`config.mk`:
```
export PLATFORM = sky130hd
export DESIGN_NAME = per_key_job_serializer_top_flat
export DESIGN_NICKNAME = d
export VERILOG_FILES = /design/src/pkjs_pkg.sv /design/src/pkjs_req_if.sv /design/src/pkjs_rsp_if.sv /design/src/per_key_job_serializer_top.sv /design/src/pkjs_cell.sv /design/src/flat_wrapper.sv
export SDC_FILE = /design/constraint.sdc
export NUM_CORES = 1
export LEC_CHECK = 0
export ABC_AREA = 1
export BUFFER_PORTS_ARGS = -buffer_cell sky130_fd_sc_hd__buf_4
export CAP_MARGIN = 20
export CELL_PAD_IN_SITES_DETAIL_PLACEMENT = 1
export CELL_PAD_IN_SITES_GLOBAL_PLACEMENT = 1
export CORE_ASPECT_RATIO = 2
export CORE_MARGIN = 1.5
export CORE_UTILIZATION = 39
export DETAILED_ROUTE_END_ITERATION = 7
export GPL_TIMING_DRIVEN = 0
export PLACE_DENSITY = 0.65
export REMOVE_ABC_BUFFERS = 1
export SLEW_MARGIN = 30
export SYNTH_ARGS = -nofsm -noshare
export SYNTH_HDL_FRONTEND = slang
export SYNTH_SLANG_ARGS = --single-unit
```
`constraint.sdc`:
```
create_clock -name clock -period 8 [get_ports clock]
set_clock_uncertainty 0.15 [all_clocks]
set_input_delay 0.8 -clock clock [delete_from_list [all_inputs] [get_ports clock]]
set_output_delay 0.8 -clock clock [all_outputs]
set_load 0.005 [all_outputs]
```
`src/pkjs_pkg.sv`:
```
`timescale 1ns / 1ps
package pkjs_pkg;

   // Default sizes of the table and of the stored key.
   localparam int TABLE_DEPTH_DEF = 16;
   localparam int KEY_BITS_DEF    = 16;

   // Fixed payload widths of the two channels.
   localparam int REQ_KEY_W = 16;
   localparam int RSP_KEY_W = 16;
   localparam int OCC_W     = 5;

   // Codes of the kind field of an input item.
   localparam logic KIND_ARRIVAL = 1'b0;
   localparam logic KIND_DONE    = 1'b1;

   // Status of one table slot, as handed to the neighbor cell.
   typedef struct packed {
      logic valid;
      logic running;
      logic pend;
   } pkjs_slot_type;

   // Prefix flags rippling from the oldest slot towards the newest.
   typedef struct packed {
      logic any;
      logic run;
      logic pend;
   } pkjs_chain_type;

   // Commands broadcast from the sequencer to every cell.
   typedef struct packed {
      logic compare;
      logic remove;
      logic append;
      logic run_new;
      logic promote;
   } pkjs_ctrl_type;

endpackage

```
`src/pkjs_req_if.sv`:
```
`timescale 1ns / 1ps
interface pkjs_req_if;
   import pkjs_pkg::*;

   logic                 valid;
   logic                 ready;
   logic                 kind;
   logic [REQ_KEY_W-1:0] key;

   modport source (output valid, output kind, output key, input ready);
   modport sink   (input valid, input kind, input key, output ready);
endinterface

```
`src/pkjs_rsp_if.sv`:
```
`timescale 1ns / 1ps
interface pkjs_rsp_if;
   import pkjs_pkg::*;

   logic                 valid;
   logic                 ready;
   logic                 start_res;
   logic [RSP_KEY_W-1:0] start_key;
   logic                 removed;
   logic                 dropped;
   logic [OCC_W-1:0]     occupancy;

   modport source (output valid, output start_res, output start_key, output removed,
                   output dropped, output occupancy, input ready);
   modport sink   (input valid, input start_res, input start_key, input removed,
                   input dropped, input occupancy, output ready);
endinterface

```
`src/per_key_job_serializer_top.sv`:
```
`timescale 1ns / 1ps
// Per-key job serializer.
// The req channel carries one item per event: kind selects an arrival or the
// completion of a running job, key names the event type. The rsp channel gives
// exactly one item per accepted request: whether a job starts and its key,
// whether a completion removed a running entry, whether an arrival was dropped
// on a full table, and the number of entries held afterwards.
// The table is a row of cells, slot 0 the oldest. Each cell compares its key
// in parallel; the oldest-match flags ripple through the row, and removal
// closes the gap by letting each cell at or above the removed one copy its
// neighbor. An item's result reaches the output register through compare at
// the accepting edge, then remove or append, promote, and result load. The
// next item is taken in the cycle after the result is loaded, so a new item
// is not accepted before the last one is through. When the receiver stalls,
// the result waits in the output register and the block holds the following
// item at its result stage.
// Reset is synchronous and empties the table; no clearing pass is needed.
module per_key_job_serializer_top #(
   parameter int TABLE_DEPTH = pkjs_pkg::TABLE_DEPTH_DEF,
   parameter int KEY_BITS    = pkjs_pkg::KEY_BITS_DEF
) (
   input logic       clock,
   input logic       reset,
   pkjs_req_if.sink  req_if,
   pkjs_rsp_if.source rsp_if
);
   import pkjs_pkg::*;

   localparam int KeyW = (KEY_BITS < REQ_KEY_W) ? KEY_BITS : REQ_KEY_W;
   localparam int CntW = $clog2(TABLE_DEPTH + 1);

   typedef enum logic [1:0] {S_IDLE, S_REMOVE, S_PROMOTE, S_OUT} state_type;

   state_type           state_ff, state_in;
   logic                kind_ff, kind_in;
   logic [KeyW-1:0]     key_ff, key_in;
   logic [CntW-1:0]     count_ff, count_in;
   logic                start_ff, start_in;
   logic                removed_ff, removed_in;
   logic                dropped_ff, dropped_in;
   logic                rsp_valid_ff, rsp_valid_in;
   logic                rsp_start_ff, rsp_start_in;
   logic [RSP_KEY_W-1:0] rsp_key_ff, rsp_key_in;
   logic                rsp_removed_ff, rsp_removed_in;
   logic                rsp_dropped_ff, rsp_dropped_in;
   logic [OCC_W-1:0]    rsp_occ_ff, rsp_occ_in;

   logic                accept;
   logic                full;
   logic [KeyW-1:0]     cmd_key;
   pkjs_ctrl_type       ctrl;
   pkjs_slot_type       cell_slot [TABLE_DEPTH];
   logic [KeyW-1:0]     cell_key  [TABLE_DEPTH];
   pkjs_chain_type      chain     [TABLE_DEPTH+1];
   logic [TABLE_DEPTH-1:0] valid_vec;

   assign req_if.ready = (state_ff == S_IDLE);
   assign accept       = req_if.valid && req_if.ready;
   assign full         = (count_ff == CntW'(TABLE_DEPTH));
   assign cmd_key      = (state_ff == S_IDLE) ? KeyW'(req_if.key) : key_ff;

   // Commands to the cell row for the current step of the item.
   assign ctrl.compare = accept;
   assign ctrl.remove  = (state_ff == S_REMOVE) && (kind_ff == KIND_DONE);
   assign ctrl.append  = (state_ff == S_REMOVE) && (kind_ff == KIND_ARRIVAL) && !full;
   assign ctrl.run_new = !chain[TABLE_DEPTH].any;
   assign ctrl.promote = (state_ff == S_PROMOTE) && (kind_ff == KIND_DONE);

   assign chain[0] = '0;

   // The row of table cells, oldest entry in cell 0.
   for (genvar i = 0; i < TABLE_DEPTH; i++) begin : g_cell
      pkjs_slot_type   up_slot;
      logic [KeyW-1:0] up_key;
      logic            low_valid;

      if (i == TABLE_DEPTH - 1) begin : g_top
         assign up_slot = '0;
         assign up_key  = '0;
      end else begin : g_mid
         assign up_slot = cell_slot[i+1];
         assign up_key  = cell_key[i+1];
      end

      if (i == 0) begin : g_first
         assign low_valid = 1'b1;
      end else begin : g_rest
         assign low_valid = cell_slot[i-1].valid;
      end

      pkjs_cell #(
         .KEY_W (KeyW)
      ) u_cell (
         .clock     (clock),
         .reset     (reset),
         .ctrl      (ctrl),
         .cmd_key   (cmd_key),
         .up_slot   (up_slot),
         .up_key    (up_key),
         .low_valid (low_valid),
         .chain_lo  (chain[i]),
         .slot_out  (cell_slot[i]),
         .key_out   (cell_key[i]),
         .chain_hi  (chain[i+1])
      );

      assign valid_vec[i] = cell_slot[i].valid;
   end

   // Sequencer and result register.
   always_comb begin
      state_in       = state_ff;
      kind_in        = kind_ff;
      key_in         = key_ff;
      count_in       = count_ff;
      start_in       = start_ff;
      removed_in     = removed_ff;
      dropped_in     = dropped_ff;
      rsp_valid_in   = rsp_valid_ff && !rsp_if.ready;
      rsp_start_in   = rsp_start_ff;
      rsp_key_in     = rsp_key_ff;
      rsp_removed_in = rsp_removed_ff;
      rsp_dropped_in = rsp_dropped_ff;
      rsp_occ_in     = rsp_occ_ff;
      unique case (state_ff)
         S_IDLE: begin
            if (accept) begin
               kind_in  = req_if.kind;
               key_in   = KeyW'(req_if.key);
               state_in = S_REMOVE;
            end
         end
         S_REMOVE: begin
            if (kind_ff == KIND_ARRIVAL) begin
               removed_in = 1'b0;
               dropped_in = full;
               start_in   = !full && !chain[TABLE_DEPTH].any;
               if (!full) begin
                  count_in = count_ff + CntW'(1);
               end
            end else begin
               removed_in = chain[TABLE_DEPTH].run;
               dropped_in = 1'b0;
               start_in   = 1'b0;
               if (chain[TABLE_DEPTH].run) begin
                  count_in = count_ff - CntW'(1);
               end
            end
            state_in = S_PROMOTE;
         end
         S_PROMOTE: begin
            if (kind_ff == KIND_DONE) begin
               start_in = chain[TABLE_DEPTH].pend;
            end
            state_in = S_OUT;
         end
         S_OUT: begin
            if (!rsp_valid_ff || rsp_if.ready) begin
               rsp_valid_in   = 1'b1;
               rsp_start_in   = start_ff;
               rsp_key_in     = start_ff ? RSP_KEY_W'(key_ff) : '0;
               rsp_removed_in = removed_ff;
               rsp_dropped_in = dropped_ff;
               rsp_occ_in     = OCC_W'(count_ff);
               state_in       = S_IDLE;
            end
         end
         default: state_in = S_IDLE;
      endcase
   end

   always_ff @(posedge clock) begin
      if (reset) begin
         state_ff     <= S_IDLE;
         count_ff     <= '0;
         rsp_valid_ff <= 1'b0;
      end else begin
         state_ff     <= state_in;
         count_ff     <= count_in;
         rsp_valid_ff <= rsp_valid_in;
      end
      kind_ff        <= kind_in;
      key_ff         <= key_in;
      start_ff       <= start_in;
      removed_ff     <= removed_in;
      dropped_ff     <= dropped_in;
      rsp_start_ff   <= rsp_start_in;
      rsp_key_ff     <= rsp_key_in;
      rsp_removed_ff <= rsp_removed_in;
      rsp_dropped_ff <= rsp_dropped_in;
      rsp_occ_ff     <= rsp_occ_in;
   end

   assign rsp_if.valid     = rsp_valid_ff;
   assign rsp_if.start_res = rsp_start_ff;
   assign rsp_if.start_key = rsp_key_ff;
   assign rsp_if.removed   = rsp_removed_ff;
   assign rsp_if.dropped   = rsp_dropped_ff;
   assign rsp_if.occupancy = rsp_occ_ff;

   // The entry count always matches the number of occupied cells.
   a_count_matches: assert property (@(posedge clock) disable iff (reset)
      CntW'($countones(valid_vec)) == count_ff)
      else $error("entry count differs from occupied cells");

   // The count never exceeds the table depth.
   a_count_bound: assert property (@(posedge clock) disable iff (reset)
      count_ff <= CntW'(TABLE_DEPTH))
      else $error("entry count above table depth");

   // An accepted item always moves on to the remove step.
   a_accept_step: assert property (@(posedge clock) disable iff (reset)
      accept |=> state_ff == S_REMOVE)
      else $error("accepted item did not advance");

   // A dropped arrival never starts a job, and never removes an entry.
   a_drop_clean: assert property (@(posedge clock) disable iff (reset)
      rsp_valid_ff && rsp_dropped_ff |-> !rsp_start_ff && !rsp_removed_ff)
      else $error("dropped item reports start or removal");

   // Cells stay packed: a free cell is never below an occupied one.
   a_packed: assert property (@(posedge clock) disable iff (reset)
      ((valid_vec + TABLE_DEPTH'(1)) & valid_vec) == '0)
      else $error("table entries are not packed");

endmodule

```
`src/pkjs_cell.sv`:
```
`timescale 1ns / 1ps
module pkjs_cell #(
   parameter int KEY_W = pkjs_pkg::KEY_BITS_DEF
) (
   input  logic                    clock,
   input  logic                    reset,
   input  pkjs_pkg::pkjs_ctrl_type  ctrl,
   input  logic [KEY_W-1:0]        cmd_key,
   input  pkjs_pkg::pkjs_slot_type  up_slot,
   input  logic [KEY_W-1:0]        up_key,
   input  logic                    low_valid,
   input  pkjs_pkg::pkjs_chain_type chain_lo,
   output pkjs_pkg::pkjs_slot_type  slot_out,
   output logic [KEY_W-1:0]        key_out,
   output pkjs_pkg::pkjs_chain_type chain_hi
);
   import pkjs_pkg::*;

   pkjs_slot_type    slot_ff, slot_in;
   logic [KEY_W-1:0] key_ff, key_in;
   logic             hit_any_ff, hit_any_in;
   logic             hit_run_ff, hit_run_in;
   logic             hit;

   assign hit      = slot_ff.valid && (key_ff == cmd_key);
   assign slot_out = slot_ff;
   assign key_out  = key_ff;

   // Prefix flags: this slot or any older one holds a match of each sort.
   assign chain_hi.any  = chain_lo.any  | hit_any_ff;
   assign chain_hi.run  = chain_lo.run  | hit_run_ff;
   assign chain_hi.pend = chain_lo.pend | slot_ff.pend;

   // One step of the item on this slot, chosen by the sequencer's command.
   always_comb begin
      slot_in    = slot_ff;
      key_in     = key_ff;
      hit_any_in = hit_any_ff;
      hit_run_in = hit_run_ff;
      priority if (ctrl.compare) begin
         hit_any_in   = hit;
         hit_run_in   = hit && slot_ff.running;
         slot_in.pend = hit && !slot_ff.running;
      end else if (ctrl.remove && (chain_lo.run || hit_run_ff)) begin
         // At or above the removed entry every slot takes its newer neighbor.
         slot_in    = up_slot;
         key_in     = up_key;
         hit_any_in = 1'b0;
         hit_run_in = 1'b0;
      end else if (ctrl.append && !slot_ff.valid && low_valid) begin
         // The first free slot receives the arrival.
         slot_in.valid   = 1'b1;
         slot_in.running = ctrl.run_new;
         slot_in.pend    = 1'b0;
         key_in          = cmd_key;
      end else if (ctrl.promote) begin
         if (slot_ff.pend && !chain_lo.pend) begin
            slot_in.running = 1'b1;
         end
         slot_in.pend = 1'b0;
      end else begin
         // No command for this slot: it holds its state.
         slot_in = slot_ff;
      end
   end

   always_ff @(posedge clock) begin
      if (reset) begin
         slot_ff    <= '0;
         hit_any_ff <= 1'b0;
         hit_run_ff <= 1'b0;
      end else begin
         slot_ff    <= slot_in;
         hit_any_ff <= hit_any_in;
         hit_run_ff <= hit_run_in;
      end
      key_ff <= key_in;
   end

endmodule

```
`src/flat_wrapper.sv`:
```
// flat-port wrapper written by rule: the top's interface ports become plain ports
module per_key_job_serializer_top_flat import pkjs_pkg::*;
#(
   parameter int TABLE_DEPTH = pkjs_pkg::TABLE_DEPTH_DEF,
   parameter int KEY_BITS    = pkjs_pkg::KEY_BITS_DEF
)
  (clock, reset, req_if_valid, req_if_kind, req_if_key, req_if_ready, rsp_if_valid, rsp_if_start_res, rsp_if_start_key, rsp_if_removed, rsp_if_dropped, rsp_if_occupancy, rsp_if_ready);
  pkjs_req_if req_if_i ();
  pkjs_rsp_if rsp_if_i ();
  input logic clock;
  input logic reset;
  input wire logic [$bits(req_if_i.valid)-1:0] req_if_valid;
  input wire logic [$bits(req_if_i.kind)-1:0] req_if_kind;
  input wire logic [$bits(req_if_i.key)-1:0] req_if_key;
  output wire logic [$bits(req_if_i.ready)-1:0] req_if_ready;
  output wire logic [$bits(rsp_if_i.valid)-1:0] rsp_if_valid;
  output wire logic [$bits(rsp_if_i.start_res)-1:0] rsp_if_start_res;
  output wire logic [$bits(rsp_if_i.start_key)-1:0] rsp_if_start_key;
  output wire logic [$bits(rsp_if_i.removed)-1:0] rsp_if_removed;
  output wire logic [$bits(rsp_if_i.dropped)-1:0] rsp_if_dropped;
  output wire logic [$bits(rsp_if_i.occupancy)-1:0] rsp_if_occupancy;
  input wire logic [$bits(rsp_if_i.ready)-1:0] rsp_if_ready;
  assign req_if_i.valid = req_if_valid;
  assign req_if_i.kind = req_if_kind;
  assign req_if_i.key = req_if_key;
  assign req_if_ready = req_if_i.ready;
  assign rsp_if_valid = rsp_if_i.valid;
  assign rsp_if_start_res = rsp_if_i.start_res;
  assign rsp_if_start_key = rsp_if_i.start_key;
  assign rsp_if_removed = rsp_if_i.removed;
  assign rsp_if_dropped = rsp_if_i.dropped;
  assign rsp_if_occupancy = rsp_if_i.occupancy;
  assign rsp_if_i.ready = rsp_if_ready;
  per_key_job_serializer_top #(.TABLE_DEPTH(TABLE_DEPTH), .KEY_BITS(KEY_BITS)) u_core (.clock(clock), .reset(reset), .req_if(req_if_i), .rsp_if(rsp_if_i));
endmodule
```
==> results.md <==
- Hold depth: 0
- Setup TNS: 0 ns
- CP max stage delay: 0.81 ns
- Synth Warn #: 0
- Drt drc: 0
- Cts hold-fix bufs: 0
- Via count: 16410
- Critical path capture point type: register
- Max-cap viol count: 0
- Ant. Diodes: 0
- Overflow after GRT: 0
- Clk buf depth: 3
- Commonest non-fill, non-tap cell in the layout: nand2_1
- Final Hold Vio Count: 0
- Hold_sp: u_core.removed_ff
- Total die area: 0.05248 mm^2
- 1st-iter DRT viols: 936
- CTS sink cnt: 388
- Worst Path Max Fanout: 26
- Antenna-violating nets left: 0
- Hold endpoint: u_core.rsp_if.removed
- Fin nets: 2248
- Area Overhead vs Synth: 11.58%
- Reg clk slew, reported paths: 0.07 ns
- Number of synthesized register bits: 388
- Area leader, netlist: edfxtp_1
- Std-Cell Rows: 117
- Routability Congestion: 0.8266
- Worst Path Required: 8.32 ns
- Worst-skew pair later-pin latency: 0.56 ns
- Fmax: 0.2065 GHz
- Final WL: 70040 um
- Asr flop ratio synth: 0
- Worst Path Arrival: 5.17 ns
- Final worst-path cycle share: 0.6053
- Slew @ Worst Pin: 0.9929 ns
- Vias per cell: 5.657
- Top FF cell, synth: edfxtp_1
- Post-synth top area share: 0.4526
- Number of post-CTS setup repair buffers: 0
- Core footprint: 0.05065 mm^2
- Leak: 8.121 nW
- Vias in the first global route: 17240
- First-pass GRT wire length: 104000 um
- TritonCTS clock tree: built
- HP Class: reg2reg
- Final worst slack: 3.157 ns
- Reg-to-reg startpoint: u_core.state_ff[1]
- Worst path buffer plus inverter count: 3
- Pin count of the biggest net entering global routing: 56
- Count of input and output buffers: 46
- Synth cell types: 48
- Delay-heaviest family, CP: simple AND/OR/NAND/NOR gates
- Final setup vio count: 0
- Cells after Synth: 2243
- Worst slew margin: 0.3357
- Initial core utilization: 0.3930
- Initial antenna violation count: 0
- Worst reg2reg path endpoint: u_core.g_cell[6].u_cell.slot_out[0]
- Fill count: 5898
- Hold Slack: 0.2669 ns
- Critical-path top delay cell: inv_2
- Max-slew violations: 0
- R2R depth: 14
- Post-layout min period: 4.843 ns
- H-tree depth: 2
- Top Ports: 47
- Mapped Area: 0.01990 mm^2
- R2R Setup Slk: 3.16 ns
- Startpoint types: register
- Die Span Y: 322.5 um
- HPWL Detailed: 48820 um
- Pre-Repair DR Iteration Count: 5
- Overall global routing resource usage: 0.2692
- CTS Buf Count: 38
- Kind of critical path: reg2reg
- Power density over cell area: 329.8 mW/mm^2
- Cell Chain, Critical Path: inv_1 -> ha_2 -> inv_2 -> nand2_1 -> nand2_2 -> inv_2 -> o21ai_0 -> a211oi_1 -> nand2_1 -> nor3_1 -> nand3_1 -> nor2_1 -> nor2_1 -> a21oi_1
- Clock root buffer: clkbuf_16
- Layout cells sized above 1: 0.08901
- Top cells by area, synth: edfxtp_1, nand2_1, dfxtp_1
- RSZ-0062 raised after global routing: no
- Routed WL per cell: 24.14 um
- Most frequent cells in the layout: nand2_1, o21ai_0, edfxtp_1, inv_1, nor2_1
- Post-synth EDFFs: 300
- CTS resizes: 0
- Seq/Total Area, Yosys: 0.5411
- Avg Cell Area, Syn: 8.874 um^2
- Worst vdd ir: 0.2628 mV
- Worst slack at placement: 3.069 ns
- Status: finished, final reports clean
- DIE WIDTH: 162.7 um
worst reg2reg max path: stages, from the launching register on:
cell and delay (ns):
dfxtp_1 0.33, inv_1 0.11, ha_2 0.62, inv_2 0.34, nand2_1 0.16, nand2_2 0.55, inv_2 0.83, o21ai_0 0.17
a211oi_1 0.21, nand2_1 0.08, nor3_1 0.49, nand3_1 0.34, nor2_1 0.19, nor2_1 0.06, a21oi_1 0.13
registers in the layout, summed over array words and instances, names as in the netlist, 5 cells and up:
name / count
u_core.rsp_if.start_key: 16
u_core.key_ff: 16
u_core.count_ff: 5
u_core.g_cell.u_cell.hit_any_ff: 16
u_core.g_cell.u_cell.hit_run_ff: 16
u_core.g_cell.u_cell.slot_out: 48
u_core.g_cell.u_cell.key_out: 256
u_core.rsp_if.occupancy: 5
kinds of logic (layout without fill, tap and decap cells):
family / Yosys count / in the layout / synth area share
compound gates: 521 / 521 / 0.1451
xor+xnor: 106 / 106 / 0.04664
fa+ha+maj: 8 / 8 / 0.005406
buf+inv: 363 / 367 / 0.07462
flops: 388 / 388 / 0.5411
simple gates: 857 / 857 / 0.1871
stage by stage:
stage	area, um^2	utilization	power [mW]	std cells
final	22210	0.4385	7.325	2901
after global routing	22210	0.4385	7.653	2901
after CTS	22190	0.4381	7.380	2901
after detailed placement	20960	0.4137	5.520	2833
after global placement	20470	0.4041	5.276	2816
after floorplan	19300	-	4.139	2116
layer usage:
metal / vias up / global-route usage / routed length, um
met1: 8237 / 0.2502 / 23180
met2: 364 / 0.5408 / 40020
met4: 0 / 0.1696 / 4755
met3: 190 / 0.02880 / 2081
met5: - / 0 / 0
li1: 7620 / - / -
final cells by class:
class                   instances  area (um^2)  share of cell area
well taps                     654        818.3             0.03685
multi-input cells            1492         7805              0.3514
clock buffers                  54         1094             0.04924
repair buffers                 63        690.7             0.03110
flip-flops and latches        388        10770              0.4850
clock inverters                14        142.6            0.006423
inverters                     236        888.4             0.04000
worst max path at each step:
stage / startpoint / end / slack (ns) / depth (start not counted)
finish: u_core.state_ff[1] / u_core.g_cell[6].u_cell.slot_out[0] / 3.16 / 14
floorplan: u_core.state_ff[0] / u_core.g_cell[6].u_cell.slot_out[1] / 3.79 / 8
global route: u_core.state_ff[0] / u_core.g_cell[6].u_cell.slot_out[0] / 2.90 / 14
global placement: u_core.state_ff[0] / u_core.g_cell[8].u_cell.slot_out[1] / 1.43 / 8
detailed placement: u_core.state_ff[1] / u_core.g_cell[6].u_cell.slot_out[0] / 3.07 / 14
CTS: u_core.state_ff[0] / u_core.g_cell[6].u_cell.slot_out[0] / 3.04 / 14
power breakdown:
part           internal, mW  switching [mW]  leakage [nW]
sequential             2.50          0.0679          3.42
clock                  1.05           0.813         0.612
combinational         0.774            2.12          4.08
cell usage after synthesis, types with 5 or more instances:
cell	count
nor4_2	5
dfxtp_1	88
or2_1	5
buf_2	25
edfxtp_1	300
nand2_2	12
a31oi_1	23
nor4_1	12
nor3_1	47
inv_2	14
o22ai_1	42
o21ai_0	310
buf_6	6
buf_4	9
clkbuf_1	82
nor2_1	143
nand4_1	35
a211oi_1	12
xnor2_1	26
nand2_1	478
o21ai_2	5
xor2_1	80
inv_1	221
nand3_1	95
a21oi_1	81
ha_1	7
or2_2	7
o21ai_1	5
o2111ai_1	22
Power figures use the tool's default switching activity.
